===== src/lir_pkg.sv =====
// Shared types and constants for the linear-interpolation resampler.
// No dependencies; imported by every module of the block.
`default_nettype none

package lir_pkg;

  localparam int SAMPLE_W  = 16;
  localparam int STEP_W    = 19;
  localparam int MAX_OUT   = 8;
  localparam int CNT_W     = $clog2(MAX_OUT);
  localparam logic [14:0] CLAMP_MAG = 15'h7fff;

  typedef enum logic [1:0] {
    KIND_PASS   = 2'd0,
    KIND_PRIME  = 2'd1,
    KIND_INTERP = 2'd2
  } item_kind_t;

  typedef struct packed {
    item_kind_t          kind;
    logic [SAMPLE_W-1:0] sample;
  } lir_entry_t;

  typedef struct packed {
    logic       push;
    lir_entry_t entry;
  } lir_push_t;

endpackage

`default_nettype wire


===== src/lir_front.sv =====
// Front end: input handshake, phase_step register and item classification.
// Depends on lir_pkg; feeds lir_queue.
`default_nettype none

module lir_front
  import lir_pkg::*;
#(
  parameter int  FRAC_BITS = 16,
  localparam int PW        = (FRAC_BITS > STEP_W ? FRAC_BITS : STEP_W) + 1
) (
  input  wire logic                clk,
  input  wire logic                rst,
  input  wire logic                cfg_we,
  input  wire logic [STEP_W-1:0]   cfg_wdata,
  input  wire logic                s_axis_tvalid,
  output logic                     s_axis_tready,
  input  wire logic [SAMPLE_W-1:0] s_axis_tdata,
  input  wire logic                q_full,
  output lir_push_t                q_wr,
  output logic [PW-1:0]            step
);

  localparam logic [PW-1:0] ONE = PW'(1) << FRAC_BITS;

  logic have_prev;
  logic xfer;

  assign s_axis_tready = !q_full;
  assign xfer          = s_axis_tvalid && s_axis_tready;

  always_comb begin
    q_wr.push         = 1'b0;
    q_wr.entry.sample = s_axis_tdata;
    q_wr.entry.kind   = KIND_INTERP;
    if (step == ONE) begin
      q_wr.push       = xfer;
      q_wr.entry.kind = KIND_PASS;
    end else if (step == '0) begin
      q_wr.push       = 1'b0;
    end else if (!have_prev) begin
      q_wr.push       = xfer;
      q_wr.entry.kind = KIND_PRIME;
    end else begin
      q_wr.push       = xfer;
    end
  end

  always_ff @(posedge clk) begin
    if (rst) begin
      step      <= ONE;
      have_prev <= 1'b0;
    end else begin
      if (cfg_we) begin
        step <= PW'(cfg_wdata);
      end
      if (q_wr.push && q_wr.entry.kind == KIND_PRIME) begin
        have_prev <= 1'b1;
      end
    end
  end

endmodule

`default_nettype wire


===== src/lir_queue.sv =====
// Two-entry queue between front end and back end.
// Depends on lir_pkg.
`default_nettype none

module lir_queue
  import lir_pkg::*;
(
  input  wire logic clk,
  input  wire logic rst,
  input  lir_push_t wr,
  output logic      full,
  output logic      not_empty,
  input  wire logic pop,
  output lir_entry_t rd_entry
);

  lir_entry_t  mem [2];
  logic        wr_ptr;
  logic        rd_ptr;
  logic [1:0]  count;

  assign full      = (count == 2'd2);
  assign not_empty = (count != 2'd0);
  assign rd_entry  = mem[rd_ptr];

  always_ff @(posedge clk) begin
    if (wr.push) begin
      mem[wr_ptr] <= wr.entry;
    end
  end

  always_ff @(posedge clk) begin
    if (rst) begin
      wr_ptr <= 1'b0;
      rd_ptr <= 1'b0;
      count  <= 2'd0;
    end else begin
      if (wr.push) wr_ptr <= !wr_ptr;
      if (pop)     rd_ptr <= !rd_ptr;
      count <= count + 2'(wr.push) - 2'(pop);
    end
  end

  a_no_overflow: assert property (@(posedge clk) disable iff (rst) !(wr.push && full))
    else $error("queue push while full");
  a_no_underflow: assert property (@(posedge clk) disable iff (rst) !(pop && !not_empty))
    else $error("queue pop while empty");

endmodule

`default_nettype wire


===== src/lir_back.sv =====
// Back end: phase accumulator, multi-cycle interpolation datapath, output register.
// Depends on lir_pkg; reads entries from lir_queue.
`default_nettype none

module lir_back
  import lir_pkg::*;
#(
  parameter int  FRAC_BITS = 16,
  localparam int PW        = (FRAC_BITS > STEP_W ? FRAC_BITS : STEP_W) + 1
) (
  input  wire logic                clk,
  input  wire logic                rst,
  input  wire logic [PW-1:0]       step,
  input  wire logic                q_valid,
  input  lir_entry_t               q_entry,
  output logic                     q_pop,
  output logic                     m_axis_tvalid,
  input  wire logic                m_axis_tready,
  output logic [SAMPLE_W-1:0]      m_axis_tdata,
  output logic                     m_axis_tlast
);

  localparam int PRW = FRAC_BITS + 18;
  localparam int NW  = PRW + 15;
  localparam logic [PW-1:0] ONE  = PW'(1) << FRAC_BITS;
  localparam logic [NW:0]   HALF = (NW+1)'(1) << (FRAC_BITS + 14);
  localparam int RQW = NW + 1 - (FRAC_BITS + 15);

  typedef enum logic [5:0] {
    ST_IDLE  = 6'b000001,
    ST_MUL   = 6'b000010,
    ST_SUM   = 6'b000100,
    ST_SCALE = 6'b001000,
    ST_ABS   = 6'b010000,
    ST_RND   = 6'b100000
  } back_state_t;

  back_state_t          state;
  logic [PW-1:0]        phase;
  logic [PW-1:0]        phase_add;
  logic [CNT_W-1:0]     cnt;
  logic [SAMPLE_W-1:0]  prev;
  logic [SAMPLE_W-1:0]  cur;
  logic signed [PRW-1:0] prod;
  logic signed [PRW-1:0] v;
  logic signed [NW-1:0]  num;
  logic [NW-1:0]        mag;
  logic                 neg;

  logic                 out_free;
  logic                 load_out;
  logic signed [16:0]   diff;
  logic signed [FRAC_BITS:0] frac_s;
  logic [NW:0]          rsum;
  logic [RQW-1:0]       rq;
  logic [14:0]          rc;
  logic [SAMPLE_W-1:0]  val;
  logic                 last;

  assign out_free = !m_axis_tvalid || m_axis_tready;
  assign diff     = $signed({cur[15], cur}) - $signed({prev[15], prev});
  assign frac_s   = $signed({1'b0, phase[FRAC_BITS-1:0]});
  assign rsum     = {1'b0, mag} + HALF;
  assign rq       = rsum[NW:FRAC_BITS+15];
  assign rc       = (rq > RQW'(CLAMP_MAG)) ? CLAMP_MAG : rq[14:0];
  assign val      = neg ? SAMPLE_W'(~{1'b0, rc} + 16'd1) : {1'b0, rc};
  assign last     = (phase_add >= ONE) || (cnt == CNT_W'(MAX_OUT - 1));

  assign q_pop = (state == ST_IDLE) && q_valid &&
                 ((q_entry.kind != KIND_PASS) || out_free);

  assign load_out = (q_pop && (q_entry.kind == KIND_PASS)) ||
                    ((state == ST_RND) && out_free);

  always_ff @(posedge clk) begin
    case (state)
      ST_MUL: begin
        prod      <= PRW'(diff) * PRW'(frac_s);
        phase_add <= phase + step;
      end
      ST_SUM:   v   <= $signed({{2{prev[15]}}, prev, {FRAC_BITS{1'b0}}}) + prod;
      ST_SCALE: num <= $signed({v, 15'b0}) - NW'(v);
      ST_ABS: begin
        neg <= num[NW-1];
        mag <= num[NW-1] ? NW'(~num + NW'(1)) : NW'(num);
      end
      default: ;
    endcase
  end

  always_ff @(posedge clk) begin
    if (rst) begin
      state         <= ST_IDLE;
      phase         <= '0;
      prev          <= '0;
      cnt           <= '0;
      m_axis_tvalid <= 1'b0;
    end else begin
      if (load_out) begin
        m_axis_tvalid <= 1'b1;
      end else if (m_axis_tready) begin
        m_axis_tvalid <= 1'b0;
      end
      unique case (state)
        ST_IDLE: begin
          if (q_pop) begin
            case (q_entry.kind)
              KIND_PASS: begin
                m_axis_tdata  <= q_entry.sample;
                m_axis_tlast  <= 1'b1;
              end
              KIND_PRIME: prev <= q_entry.sample;
              default: begin
                cur <= q_entry.sample;
                cnt <= '0;
                if (phase >= ONE) begin
                  phase <= phase - ONE;
                  prev  <= q_entry.sample;
                end else begin
                  state <= ST_MUL;
                end
              end
            endcase
          end
        end
        ST_MUL:   state <= ST_SUM;
        ST_SUM:   state <= ST_SCALE;
        ST_SCALE: state <= ST_ABS;
        ST_ABS:   state <= ST_RND;
        ST_RND: begin
          if (out_free) begin
            m_axis_tdata  <= val;
            m_axis_tlast  <= last;
            if (last) begin
              phase <= (phase_add >= ONE) ? phase_add - ONE : '0;
              prev  <= cur;
              state <= ST_IDLE;
            end else begin
              phase <= phase_add;
              cnt   <= cnt + CNT_W'(1);
              state <= ST_MUL;
            end
          end
        end
        default: state <= ST_IDLE;
      endcase
    end
  end

  a_phase_in_range: assert property (@(posedge clk) disable iff (rst)
    state == ST_MUL |-> phase < ONE)
    else $error("interpolation started with phase at or above one");
  a_last_ends_run: assert property (@(posedge clk) disable iff (rst)
    (state == ST_RND && out_free && last) |=> state == ST_IDLE)
    else $error("run did not end after last result");

endmodule

`default_nettype wire


===== src/linear_interp_resampler.sv =====
// Top level of the linear-interpolation resampler.
// Depends on lir_pkg, lir_front, lir_queue, lir_back.
//
//   channel   dir  signals                          payload
//   s_axis    in   tvalid/tready/tdata[15:0]        sample_in
//   m_axis    out  tvalid/tready/tdata[15:0]/tlast  sample_out, last_of_run
//   cfg       in   cfg_we/cfg_wdata[18:0]           phase_step
//
// Pass-through items go from the queue straight into the output register; the next
// may follow once it is free. An interpolating input yields n results (n up to 8)
// via the five-step multiply/scale/round sequence in the back end, which forms one
// result at a time. A priming or dropped input yields no result. A two-entry queue
// lets the input side keep accepting while the back end works or output is stalled.
// Reset (rst, synchronous) clears phase, previous sample and sets phase_step to 1.0.
`default_nettype none

module linear_interp_resampler
  import lir_pkg::*;
#(
  parameter int FRAC_BITS = 16
) (
  input  wire logic                 clk,
  input  wire logic                 rst,
  input  wire logic                 cfg_we,
  input  wire logic [STEP_W-1:0]    cfg_wdata,
  input  wire logic                 s_axis_tvalid,
  output logic                      s_axis_tready,
  input  wire logic [SAMPLE_W-1:0]  s_axis_tdata,   // [15:0] sample_in
  output logic                      m_axis_tvalid,
  input  wire logic                 m_axis_tready,
  output logic [SAMPLE_W-1:0]       m_axis_tdata,   // [15:0] sample_out
  output logic                      m_axis_tlast    // last_of_run
);

  localparam int PW = (FRAC_BITS > STEP_W ? FRAC_BITS : STEP_W) + 1;

  lir_push_t     q_wr;
  logic          q_full;
  logic          q_not_empty;
  logic          q_pop;
  lir_entry_t    q_entry;
  logic [PW-1:0] step;

  lir_front #(.FRAC_BITS(FRAC_BITS)) u_front (
    .clk           (clk),
    .rst           (rst),
    .cfg_we        (cfg_we),
    .cfg_wdata     (cfg_wdata),
    .s_axis_tvalid (s_axis_tvalid),
    .s_axis_tready (s_axis_tready),
    .s_axis_tdata  (s_axis_tdata),
    .q_full        (q_full),
    .q_wr          (q_wr),
    .step          (step)
  );

  lir_queue u_queue (
    .clk       (clk),
    .rst       (rst),
    .wr        (q_wr),
    .full      (q_full),
    .not_empty (q_not_empty),
    .pop       (q_pop),
    .rd_entry  (q_entry)
  );

  lir_back #(.FRAC_BITS(FRAC_BITS)) u_back (
    .clk           (clk),
    .rst           (rst),
    .step          (step),
    .q_valid       (q_not_empty),
    .q_entry       (q_entry),
    .q_pop         (q_pop),
    .m_axis_tvalid (m_axis_tvalid),
    .m_axis_tready (m_axis_tready),
    .m_axis_tdata  (m_axis_tdata),
    .m_axis_tlast  (m_axis_tlast)
  );

endmodule

`default_nettype wire

===== config.mk =====
export PLATFORM = sky130hd
export DESIGN_NAME = linear_interp_resampler
export DESIGN_NICKNAME = d
export VERILOG_FILES = /design/src/lir_pkg.sv /design/src/lir_front.sv /design/src/lir_queue.sv /design/src/lir_back.sv /design/src/linear_interp_resampler.sv
export SDC_FILE = /design/constraint.sdc
export NUM_CORES = 1
export LEC_CHECK = 0
export BUFFER_PORTS_ARGS = -buffer_cell sky130_fd_sc_hd__buf_4
export CAP_MARGIN = 20
export CORE_ASPECT_RATIO = 1.5
export CORE_MARGIN = 10
export CORE_UTILIZATION = 59
export DETAILED_ROUTE_END_ITERATION = 12
export GPL_ROUTABILITY_DRIVEN = 0
export MAX_ROUTING_LAYER = met4
export PLACE_DENSITY_LB_ADDON = 0.3
export SLEW_MARGIN = 20
export SYNTH_ARGS = -nofsm -noshare
export SYNTH_HDL_FRONTEND = slang
export SYNTH_HIERARCHICAL = 1
export SYNTH_SLANG_ARGS = --single-unit

===== constraint.sdc =====
create_clock -name clk -period 8.6 [get_ports clk]
set_input_delay 0.43 -clock clk [delete_from_list [all_inputs] [get_ports clk]]
set_output_delay 0.43 -clock clk [all_outputs]
set_load 0.02 [all_outputs]

# After elaboration in Yosys (flattened, before gate mapping)
# Memories as Yosys holds them, arrays and structs flattened. A register that Yosys moved wholly into a read port is not among the register bits.
# Cells that the tools add are included.
# word_totals
register_bits	290
ramBits	36
output_inout_bits	19
wordCells	134
mem_count	1
# op_classes
add_sub_neg	12
multipliers	1
n_lt_le_gt_ge	3
n_eq_ne	21
n_mux	45
bitwise	4
reduce_logical	27
# memory_table
memory	words	width	read_ports	rd_clocked_by_memory_dff	wr	line	text
u_queue.mem	2	18	1	1	1	lir_queue.sv:17	lir_entry_t mem [2];
# op_table
cell	count
2-to-1 mux 16 bit	8
2-to-1 mux 20 bit	6
one-hot mux 16 bit (2 select lines)	3
adder 49 x 31 -> 50 bit, second input constant	1
adder 49 x 2 -> 49 bit, second input constant	1
NOT 49 bit	1
subtractor 49 x 34 -> 49 bit	1
2-to-1 mux 48 bit	1
greater-or-equal comparator 20 x 17 -> 1 bit, second input constant	2
one-hot mux 20 bit (2 select lines)	1
subtractor 20 x 17 -> 20 bit, second input constant	2
one-hot mux 6 bit (6 select lines)	1
adder 32 x 34 -> 34 bit	1
multiplier 17 x 17 -> 34 bit	1
2-to-1 mux 6 bit	4
adder 20 x 19 -> 20 bit	1
logical NOT 20 bit	1
equality test 19 x 17 -> 1 bit, second input constant	1
greater-than comparator 19 x 15 -> 1 bit, second input constant	1
subtractor 16 x 16 -> 17 bit	1
adder 16 x 1 -> 16 bit, second input constant	1
NOT 15 -> 16 bit	1
2-to-1 mux 15 bit	1
2-to-1 mux 3 bit	5
other kinds (29)	66

# Depth between registers and ports, before layout
# Gate-level depths: netlist of the first run.
# logic_depth
depth_word	8
ltp_mapped	33
mapped_depth_nobuf	33

# By module
# The synthesis of the first run kept the hierarchy.
# modules_own_cells
mod	instances	cells_per_inst	area_each_um2	seq_area_each_um2
lir_back	1	2642	24890.1	6626.4
lir_queue	1	77	1571.5	1181.1
lir_front	1	95	914.6	400.4

# Least setup slack after synthesis of the first run
# OpenSTA, ideal clock, no wires.
# synth_path
path_kind	register to register
from	register u_back.cur[0]
to	register u_back.prod[33], data pin
t_arrival_ps	8942
t_required_ps	8442
slack_ps	-500
path_stages_with_launch	33
n_path_buf	1
path_cell_list	edfxtp_1 > inv_1 > ha_1 > fa_1 > nor2b_1 > o21ai_0 > a21boi_0 > o21ai_0 > a21oi_1 > a311oi_1 > nor3_1 > o41ai_1 > clkbuf_1 > nand2_1 > fa_1 > fa_1 > inv_1 > fa_1 > fa_1 > fa_1 > inv_1 > fa_1 > inv_1 > ha_1 > a21oi_1 > o21ai_0 > o21ai_0 > or4b_2 > o211ai_1 > o21ai_0 > or4b_2 > a2111o_1 > o211ai_1
# synth_between
elab_chain_len	2
# synth_rtl
element	line	text
from (decl)	lir_back.sv:43	logic [SAMPLE_W-1:0] cur;
from (signal assigned)	lir_back.sv:114	cur <= q_entry.sample;
subtractor 16 x 16 -> 17 bit	lir_back.sv:61	assign diff = $signed({cur[15], cur}) - $signed({prev[15], prev});
multiplier 17 x 17 -> 34 bit	lir_back.sv:78	prod <= PRW'(diff) * PRW'(frac_s);
to (signal assigned)	lir_back.sv:78	
to (decl)	lir_back.sv:44	logic signed [PRW-1:0] prod;
# No other way between the ends.
# A chain may end at the register's enable or synchronous reset.

# Final worst setup path of the first run
# Ends and elaborated chain as after synthesis.

==> results of run 1 <==
-- state kept, by name, summed over array words and instances, names as in the netlist, 19 cells and up, named ones only --
register          cells
u_back/phase         20
u_queue/mem          36
u_back/v             34
u_back/phase_add     20
u_back/mag           19
u_back/num           49
u_back/prod          34
u_front/step         19
-- power by group through the flow --
stage | Sequential (mW) | Combinational [mW] | Clock [mW]
after floorplan | 1.79 | 0.959 | 0
after global placement | 1.80 | 1.59 | 0
after detailed placement | 1.81 | 1.64 | 0
after CTS | 1.78 | 1.68 | 1.25
after global routing | 1.79 | 1.96 | 1.31
final | 1.78 | 1.83 | 1.24
-- cell usage after synthesis, drive strengths merged, types with 5 or more instances --
cell,n
or3,17
nor3,45
a21o,31
and3,21
o211ai,24
inv,415
mux2i,21
xnor2,124
nor4,34
nand4b,5
a211oi,14
nand2b,29
o41ai,7
a22oi,17
o21bai,12
nor2,159
and4,5
and2,116
nand4,16
fa,276
or2,8
nand3,65
buf,28
a311oi,28
o311ai,13
mux2,19
o21a,18
edfxtp,226
a2111oi,7
ha,185
clkbuf,100
nor2b,56
a211o,5
dfxtp,71
a21boi,6
o21ai,96
nand2,264
a21oi,104
o31ai,10
xor2,44
nor3b,10
or4,7
a31oi,12
-- per-layer routing --
metal	share of wire [%]	wire (um)	up-vias	global-route usage [%]
met3	4.5	3174	288	2.790
met2	53	37770	752	46.38
li1	-	-	9713	-
met1	36	25410	10380	27.09
met4	6.5	4615	0	13.76
met5	0	0	-	-
-- cell usage in the layout, fill, tap and decap left out, types with 96 or more instances in the layout --
cell,instances
fa_1,270
and2_1,113
nor2_1,158
nand2_1,258
edfxtp_1,226
buf_4,224
xnor2_1,122
ha_1,177
inv_1,407
a21oi_1,96
-- worst max-delay path: cells and delay by family (launching register included) --
kind | cells | cell delay (ns)
and+or+nand+nor | 5 | 1.52
adders and majority gates | 9 | 3.79
buffers and inverters | 11 | 1.15
AOI/OAI and AO/OA | 10 | 1.47
DFF | 1 | 0.36
-- kinds of logic after synthesis --
| group | count (synthesis) | synth area share, % |
|---|---|---|
| fa+ha+maj | 464 | 28.75 |
| flops | 297 | 29.98 |
| simple gates | 870 | 16.01 |
| xor+xnor | 169 | 5.457 |
| mux | 40 | 1.700 |
| buf+inv | 543 | 7.770 |
| compound gates | 430 | 10.32 |
| other cells | 1 | 0.01370 |
-- area by class of cell --
type,instances,share of cell area [%]
clock inverter,16,0.4522
clock buffer,38,2.538
sequential,297,26.73
antenna,3,0.02445
timing repair buffer,232,5.867
tap,588,2.396
multi-input combinational,1974,56.91
inverter,415,5.077
-- timing repair --
action                                  4_1_cts  5_1_grt
cloned                                        0        0
endpoints found under the setup margin        6        8
gates resized for setup                      30       62
endpoints found under the hold margin         0        0
buffers inserted                              4       19
pin swaps                                    20       64
-- per-stage QoR --
step	hold slack [ns]	TNS, ns	total power [mW]	std cells	worst slack (ns)
2_1_floorplan	0.4003	0	2.750	2814	0.01328
3_3_place_gp	0.4019	-0.9860	3.396	3484	-0.4471
3_5_place_dp	0.4045	-1.377	3.450	3484	-0.5131
4_1_cts	0.03656	0	4.707	3542	0.01659
5_1_grt	0.02928	-0.2780	5.060	3562	-0.08823
6_report	0.04736	0	4.850	3563	0.1556
-- worst max-delay path by stage --
| stage | slack [ns] | end |
|---|---|---|
| after floorplan | 0.01 | u_back/prod[33] |
| after global placement | -0.45 | u_back/prod[33] |
| after detailed placement | -0.51 | u_back/prod[33] |
| after CTS | 0.02 | u_back/prod[33] |
| after global routing | -0.09 | u_back/prod[32] |
| final | 0.16 | u_back/prod[33] |
==> metrics.yaml, run 1 <==
status: "completed"
synth-seq-area-share_pct: 29.98
startpoint_type: "register"
r2r-end: "u_back/prod[33]"
crit_required_ns: 9.01
power.share.clock_pct: 25.5
grt_pass1_vias: 22140
cts_inserted_buffers: 29
multi_input_area_um2: 17480
die-area_um2: 55590
placed_area_um2: 29210
worstPathMaxFanout: 17
worstSkewPairLatency_ns: 0.57
antenna_found_initial: 2
setup_viol: 0
ctsHoldBuffers: 0
fillerInstances: 3497
die_w_um: 195.9
crit_top_cell: "fa_1"
portBuffers: 58
reg2reg_from: "u_back/cur[0]"
path_class: "register to register"
hpwl_um: 54830
swShare_pct: 35.47
area_delta_synth_final_pct: 12.18
powerDensity_nw_per_um2: 157.9
synth_cell_types: 79
p_int_mw: 3.130
max_slew_margin_pct: 21.24
seq_power_share_pct: 36.7
min_to: "u_queue/mem[1][7]"
r2r_slack_ns: 0.16
num_io_pins: 59
grt_pass1_wl_um: 113800
combinationalPowerShare_pct: 37.8
cts-root-buf: "clkbuf_16"
synth_top_cell_area_share_pct: 24.79
grt_max_degree: 71
finalClockSkew_ns: 0.008565
hp-start: "s_axis_tdata[7]"
cts_tree: "built"
min_period_over_period_pct: 98.19
drc_errors: 0
vias_per_cell: 5.930
ys_seq_elements: 297
synthCells: 2814
clock.fmax_mhz: 118.4
finish.instance_area_um2: 30710
netlist_top_cells_area: "edfxtp_1 (25%), fa_1 (20%), ha_1 (8.5%)"
core_area_um2: 45880
synth_edf_count: 226
syn_nets: 3315
leakagePower_nw: 13.47
clk_pin_slew_ns: 0.06
synth_top_flop_cell: "edfxtp_1"
num_rows: 96
yosysWarnings: 6
gr-total-overflow: 0
track_usage_pct: 25.80
hp-class: "primary input to register"
htree_levels: 1
whs_path_depth: 1
clock-sinks: 297
vias: 21130
critPathMaxStageDelay_ns: 0.55
endpoint_kind: "register"
avgRoutedWirePerCell_um: 19.92
cp_slowest_cell: "fa_1"
synth_top_area_cell: "edfxtp_1"
startpoint: "u_back/cur[0]"
layout-drive-gt1-share_pct: 13.36
finalMaxSlewViolations: 0
ff_latch_area_um2: 8209
final_nets: 3450
utilization_pct: 66.93
syn_area_per_cell_um2: 9.729
ant_nets: 0
wirelength_um: 70970
r2r_cells: 35
drt-initial-drc-count: 1341
p_sw_mw: 1.720
period_needed_ns: 8.444
synth_area_um2: 27380
hold_viol: 0
cp.arrival_ns: 8.86
maxCapViolCount: 0
ys_async_sr_fraction_pct: 0
vdd_ir_drop_max_mv: 0.1629
worst_pin_slew_ns: 1.173
firstDrtPassIters: 7
die_h_um: 283.8
cts_buffer_depth: 3
start_util_pct: 59.66
Power figures use the tool's default switching activity.
==> run 2: changes to the inputs <==
CORE_UTILIZATION = 60   (was 59)
GPL_ROUTABILITY_DRIVEN = unset   (was 0)
clock period = 9.3 ns   (was 8.6 ns; I/O delays follow)
==> run 2 against run 1 <==
Sequential power is 7% lower. Critical path depth is 3 lower. Flip-flop and latch count stayed put. Clock-buffer cell count is 6 lower. Die area is 1.5% lower. Total power is 8.5% lower. Critical path type unchanged. Largest power group is now sequential cells.
==> metrics.yaml, run 2 (synthesis results as in run 1) <==
status: "completed"
htree_levels: 1
critPathTopFamily: "adder cells"
placed_area_um2: 28500
cts-root-buf: "clkbuf_16"
grt_pass1_vias: 21470
portBuffers: 58
setup_viol: 0
vias_per_cell: 5.986
finalMaxSlewViolations: 0
worstPathMaxFanout: 8
worstSkewPairLatency_ns: 0.57
final_nets: 3344
die_h_um: 281.6
layout_common_cells: "inv_1 (414), fa_1 (275), nand2_1 (264), edfxtp_1 (226), ha_1 (185)"
swShare_pct: 35.47
antenna_found_initial: 0
die_w_um: 194.4
period_needed_ns: 9.058
met3_usage_pct: 2.710
numPlacedInstances: 3388
clock-sinks: 297
wirelength_um: 70020
cp.arrival_ns: 9.47
whs_ns: 0.07103
worst_pin_slew_ns: 1.164
area_delta_synth_final_pct: 8.629
cp_slowest_cell: "or4b_2"
clock.fmax_mhz: 110.4
cts_inserted_buffers: 29
vias: 20650
critPathMaxStageDelay_ns: 0.64
cts_tree: "built"
cts_buffer_depth: 3
startpoint_type: "register"
largest_reg_flops: 49
endpoint_kind: "register"
seq_power_share_pct: 37.3
hold_viol: 0
top_regs: "u_back/num (49), u_queue/mem (36)"
tns_ns: 0
gr-total-overflow: 0
avgRoutedWirePerCell_um: 20.30
max_slew_margin_pct: 22.30
busiest_layer: "met2"
die-area_um2: 54750
power.share.clock_pct: 29.3
clk_pin_slew_ns: 0.07
vdd_ir_drop_max_mv: 0.1797
min_period_over_period_pct: 97.40
path_class: "register to register"
num_io_pins: 59
top_register: "u_back/num"
ant_nets: 0
p_total_mw: 4.438
combinationalPowerShare_pct: 33.4
finalClockSkew_ns: 0.01912
finish.instance_area_um2: 29740
routabilityCongestion: 0.9684
hp-class: "primary input to register"
p_sw_mw: 1.574
final_common_cell: "inv_1"
grt_util_met1_pct: 27.09
core_area_um2: 44930
drc_errors: 0
maxCapViolCount: 0
layout-drive-gt1-share_pct: 8.932
start_util_pct: 60.93
stdcell_count: 3449
use_met2_pct: 47.26
drt-initial-drc-count: 1305
crit_buf_inv: 5
crit_top_cell: "fa_1"
grt_pass1_wl_um: 111900
leakagePower_nw: 13.00
powerDensity_nw_per_um2: 149.2
crit_required_ns: 9.71
num_rows: 95
track_usage_pct: 26.02
grt_max_degree: 71
p_int_mw: 2.864
firstDrtPassIters: 6
hpwl_um: 55090
==> run 2: cell count changes in the layout (fill, tap and decap cells not counted), sizes merged <==
| cell | before | now |
|---|---|---|
| buf | 232 | 126 |
| clkinv | 13 | 9 |
| clkbuf | 38 | 32 |
| inv | 415 | 419 |
| diode | 3 | 1 |
| bufinv | 2 | 7 |
| clkinvlp | 1 | 2 |
==> run 2: cell type report <==
class,instances,area [um^2]
diodes,1,2.502
clock buffers,32,747.0
clock inverters,22,319.1
fillers,3476,15190
inverters,415,1558
multi-input cells,1974,17190
flip-flops and latches,297,8210
well taps,582,728.2
repair buffers,126,980.9
==> run 2: power by group through the flow <==
stage	registers (mW)	clock network, mW	logic (mW)
3_5_place_dp	1.68	0	1.38
2_1_floorplan	1.66	0	0.869
4_1_cts	1.66	1.32	1.40
6_report	1.66	1.30	1.48
3_3_place_gp	1.68	0	1.34
5_1_grt	1.67	1.38	1.59
==> run 2: path summary, 6_finish.rpt <==
kind | to | cells after the start | slack (ns) | start
worst max-delay path | u_back/prod[33] | 32 | 0.24 | u_back/cur[0]
worst min-delay path | u_queue/mem[0][7] | 1 | 0.07 | s_axis_tdata[7]
worst max register to register | u_back/prod[33] | 32 | 0.24 | u_back/cur[0]
worst min register to register | u_back/v[2] | 0 | 0.42 | u_back/prod[2]
==> run 2: what timing repair did <==
item	CTS	global route
hold buffers	0	0
resized for setup	9	27
cloned	0	0
pin swaps	0	8
hold endpoints to repair	0	0
endpoints found under the setup margin	1	6
buffers inserted	0	5
==> run 2: layer usage <==
layer	share of wire [%]	up-vias
li1	-	9490
met1	35	10170
met2	54	754
met3	5.0	234
met4	6.1	0
met5	0	-
==> run 2: per-stage QoR <==
stage	worst slack (ns)	util [%]
2_1_floorplan	0.2001	-
3_3_place_gp	0.07653	63.38
3_5_place_dp	-0.1242	63.44
4_1_cts	0.005086	65.86
5_1_grt	-0.02039	66.18
6_report	0.2422	66.19
==> run 3: changes to the inputs <==
CORE_MARGIN = unset   (was 10)
clock period = 10.35 ns   (was 9.3 ns; I/O delays follow)
==> run 3 against run 2 <==
Total power shrank 15%. Routed wire length down 3.0%. Register-to-register slack improved by 0.35 ns. Worst setup slack gained 0.35 ns. Sequential share of layout area grew 0.41 points. First-iteration DRC count grew 9.0%. Global-route usage up 4.9 points. Flip-flop and latch count unchanged. Critical path depth decreased by 1. Clock-buffer cell count is 4 higher. Non-clock buffer count decreased by 33. Largest cell class unchanged. Largest power group unchanged.
==> metrics.yaml, run 3 (synthesis results as in run 1) <==
cts_inserted_buffers: 29
post_cts_buffers: 0
period_needed_ns: 9.760
rsz0062_at_grt: "false"
vias_per_cell: 6.010
largest_reg_flops: 49
whs_path_depth: 1
grt_pass1_vias: 21480
hpwl_um: 52860
layout_common_cells: "inv_1 (414), fa_1 (276), nand2_1 (264), edfxtp_1 (226), ha_1 (185)"
numPlacedInstances: 3361
startpoint_type: "register"
final_nets: 3311
die_w_um: 176.4
max_slew_margin_pct: 19.10
worstPathMaxFanout: 18
hp-start: "s_axis_tdata[13]"
finalMaxSlewViolations: 0
placed_area_um2: 28290
path_class: "register to register"
reg2reg_from: "u_back/prev[1]"
start_util_pct: 60.93
drt-initial-drc-count: 1423
num_rows: 95
leakagePower_nw: 12.75
hold_viol: 0
drc_errors: 0
crit_required_ns: 10.78
firstDrtPassIters: 7
hp-class: "primary input to register"
die_h_um: 263.6
cts-root-buf: "clkbuf_16"
cts_tree: "built"
finalClockSkew_ns: 0.02124
clock.fmax_mhz: 102.5
r2r_cells: 31
stdcell_count: 3415
endpoint_kind: "register"
portBuffers: 58
avgRoutedWirePerCell_um: 19.88
startpoint: "u_back/prev[1]"
vdd_ir_drop_max_mv: 0.1580
grt_max_degree: 71
die-area_um2: 46500
final_common_cell: "inv_1"
htree_levels: 1
tns_ns: 0
core_area_um2: 44930
grt_pass1_wl_um: 109300
critPathMaxStageDelay_ns: 0.88
maxCapViolCount: 0
min_period_over_period_pct: 94.30
cts_buffer_depth: 3
cp_slowest_cell: "nor3_2"
min_to: "u_queue/mem[1][13]"
antenna_found_initial: 0
layout-drive-gt1-share_pct: 7.130
crit_top_cell: "fa_1"
top_register: "u_back/num"
worstSkewPairLatency_ns: 0.58
ant_nets: 0
finish.instance_area_um2: 29290
r2r_slack_ns: 0.59
cp.arrival_ns: 10.19
diodes: 0
num_io_pins: 59
r2r-end: "u_back/prod[33]"
powerDensity_nw_per_um2: 129.4
track_usage_pct: 30.91
vias: 20520
wirelength_um: 67890
setup_viol: 0
gr-total-overflow: 0
clock-sinks: 297
top_regs: "u_back/num (49), u_queue/mem (36)"
clk_pin_slew_ns: 0.07
status: "completed"
worst_pin_slew_ns: 1.212
routabilityCongestion: 0.9389
area_delta_synth_final_pct: 7.006
[run 3: cell count changes in the layout (fill, tap and decap cells not counted), moves of 3 or more]
cell and delta:
buf_6 -6, o21ai_0 +5, o311ai_2 -3, o311ai_0 +4, a21oi_1 +4, a21oi_2 -4, bufinv_16 -5, clkinv_2 -3
buf_4 -26, o21ai_2 -3
[run 3: repair_timing]
item / in CTS / in global routing
setup endpoints to repair: 0 / 1
hold buffers: 0 / 0
resized for setup: 0 / 2
[run 3: how the worst max path moves through the flow]
stage	end	slack [ns]
global route	u_back/prod[33]	0.04
finish	u_back/prod[33]	0.59
floorplan	u_back/prod[33]	1.25
CTS	u_back/prod[33]	0.55
global placement	u_back/prod[33]	0.70
detailed placement	u_back/prod[33]	0.60
[run 3: cell type report]
| cell class | instances | area [um^2] |
|---|---|---|
| Clock inverter | 18 | 176.4 |
| Multi-Input combinational cell | 1974 | 17110 |
| Fill cell | 3624 | 15640 |
| Sequential cell | 297 | 8208 |
| Inverter | 415 | 1558 |
| Clock buffer | 36 | 814.5 |
| Tap cell | 582 | 728.2 |
| Timing Repair Buffer | 93 | 698.2 |
[run 3: layer usage]
| metal | part of all wire [%] | vias up | GRT usage [%] |
|---|---|---|---|
| met4 | 6.6 | 0 | 17.24 |
| met5 | 0 | - | - |
| li1 | - | 9409 | - |
| met2 | 53 | 704 | 55.12 |
| met1 | 36 | 10150 | 33.12 |
| met3 | 4.9 | 259 | 3.235 |
[run 3: critical path, delay by kind of cell, from the launching register on]
family	cells	cell delay, ns
flops	1	0.40
buf+inv	6	0.57
fa+ha+maj	8	3.75
simple gates	5	2.62
compound gates	12	2.25
[run 3: stage by stage]
step / power (mW) / hold WS, ns / utilization (%) / setup WS (ns)
4_1_cts: 3.793 / 0.09875 / 65.17 / 0.5457
3_5_place_dp: 2.702 / 0.4045 / 62.97 / 0.6047
6_report: 3.792 / 0.1210 / 65.20 / 0.5899
3_3_place_gp: 2.657 / 0.4008 / 62.96 / 0.6989
5_1_grt: 3.952 / 0.09601 / 65.20 / 0.04073
2_1_floorplan: 2.269 / 0.4003 / - / 1.250
[run 3: where the power goes]
part | internal (mW) | total [mW] | switching (mW) | leakage, nW
logic | 0.392 | 1.22 | 0.828 | 9.66
registers | 1.41 | 1.49 | 0.0747 | 2.61
clock network | 0.616 | 1.09 | 0.469 | 0.479
total | 2.42 | 3.79 | 1.37 | 12.8
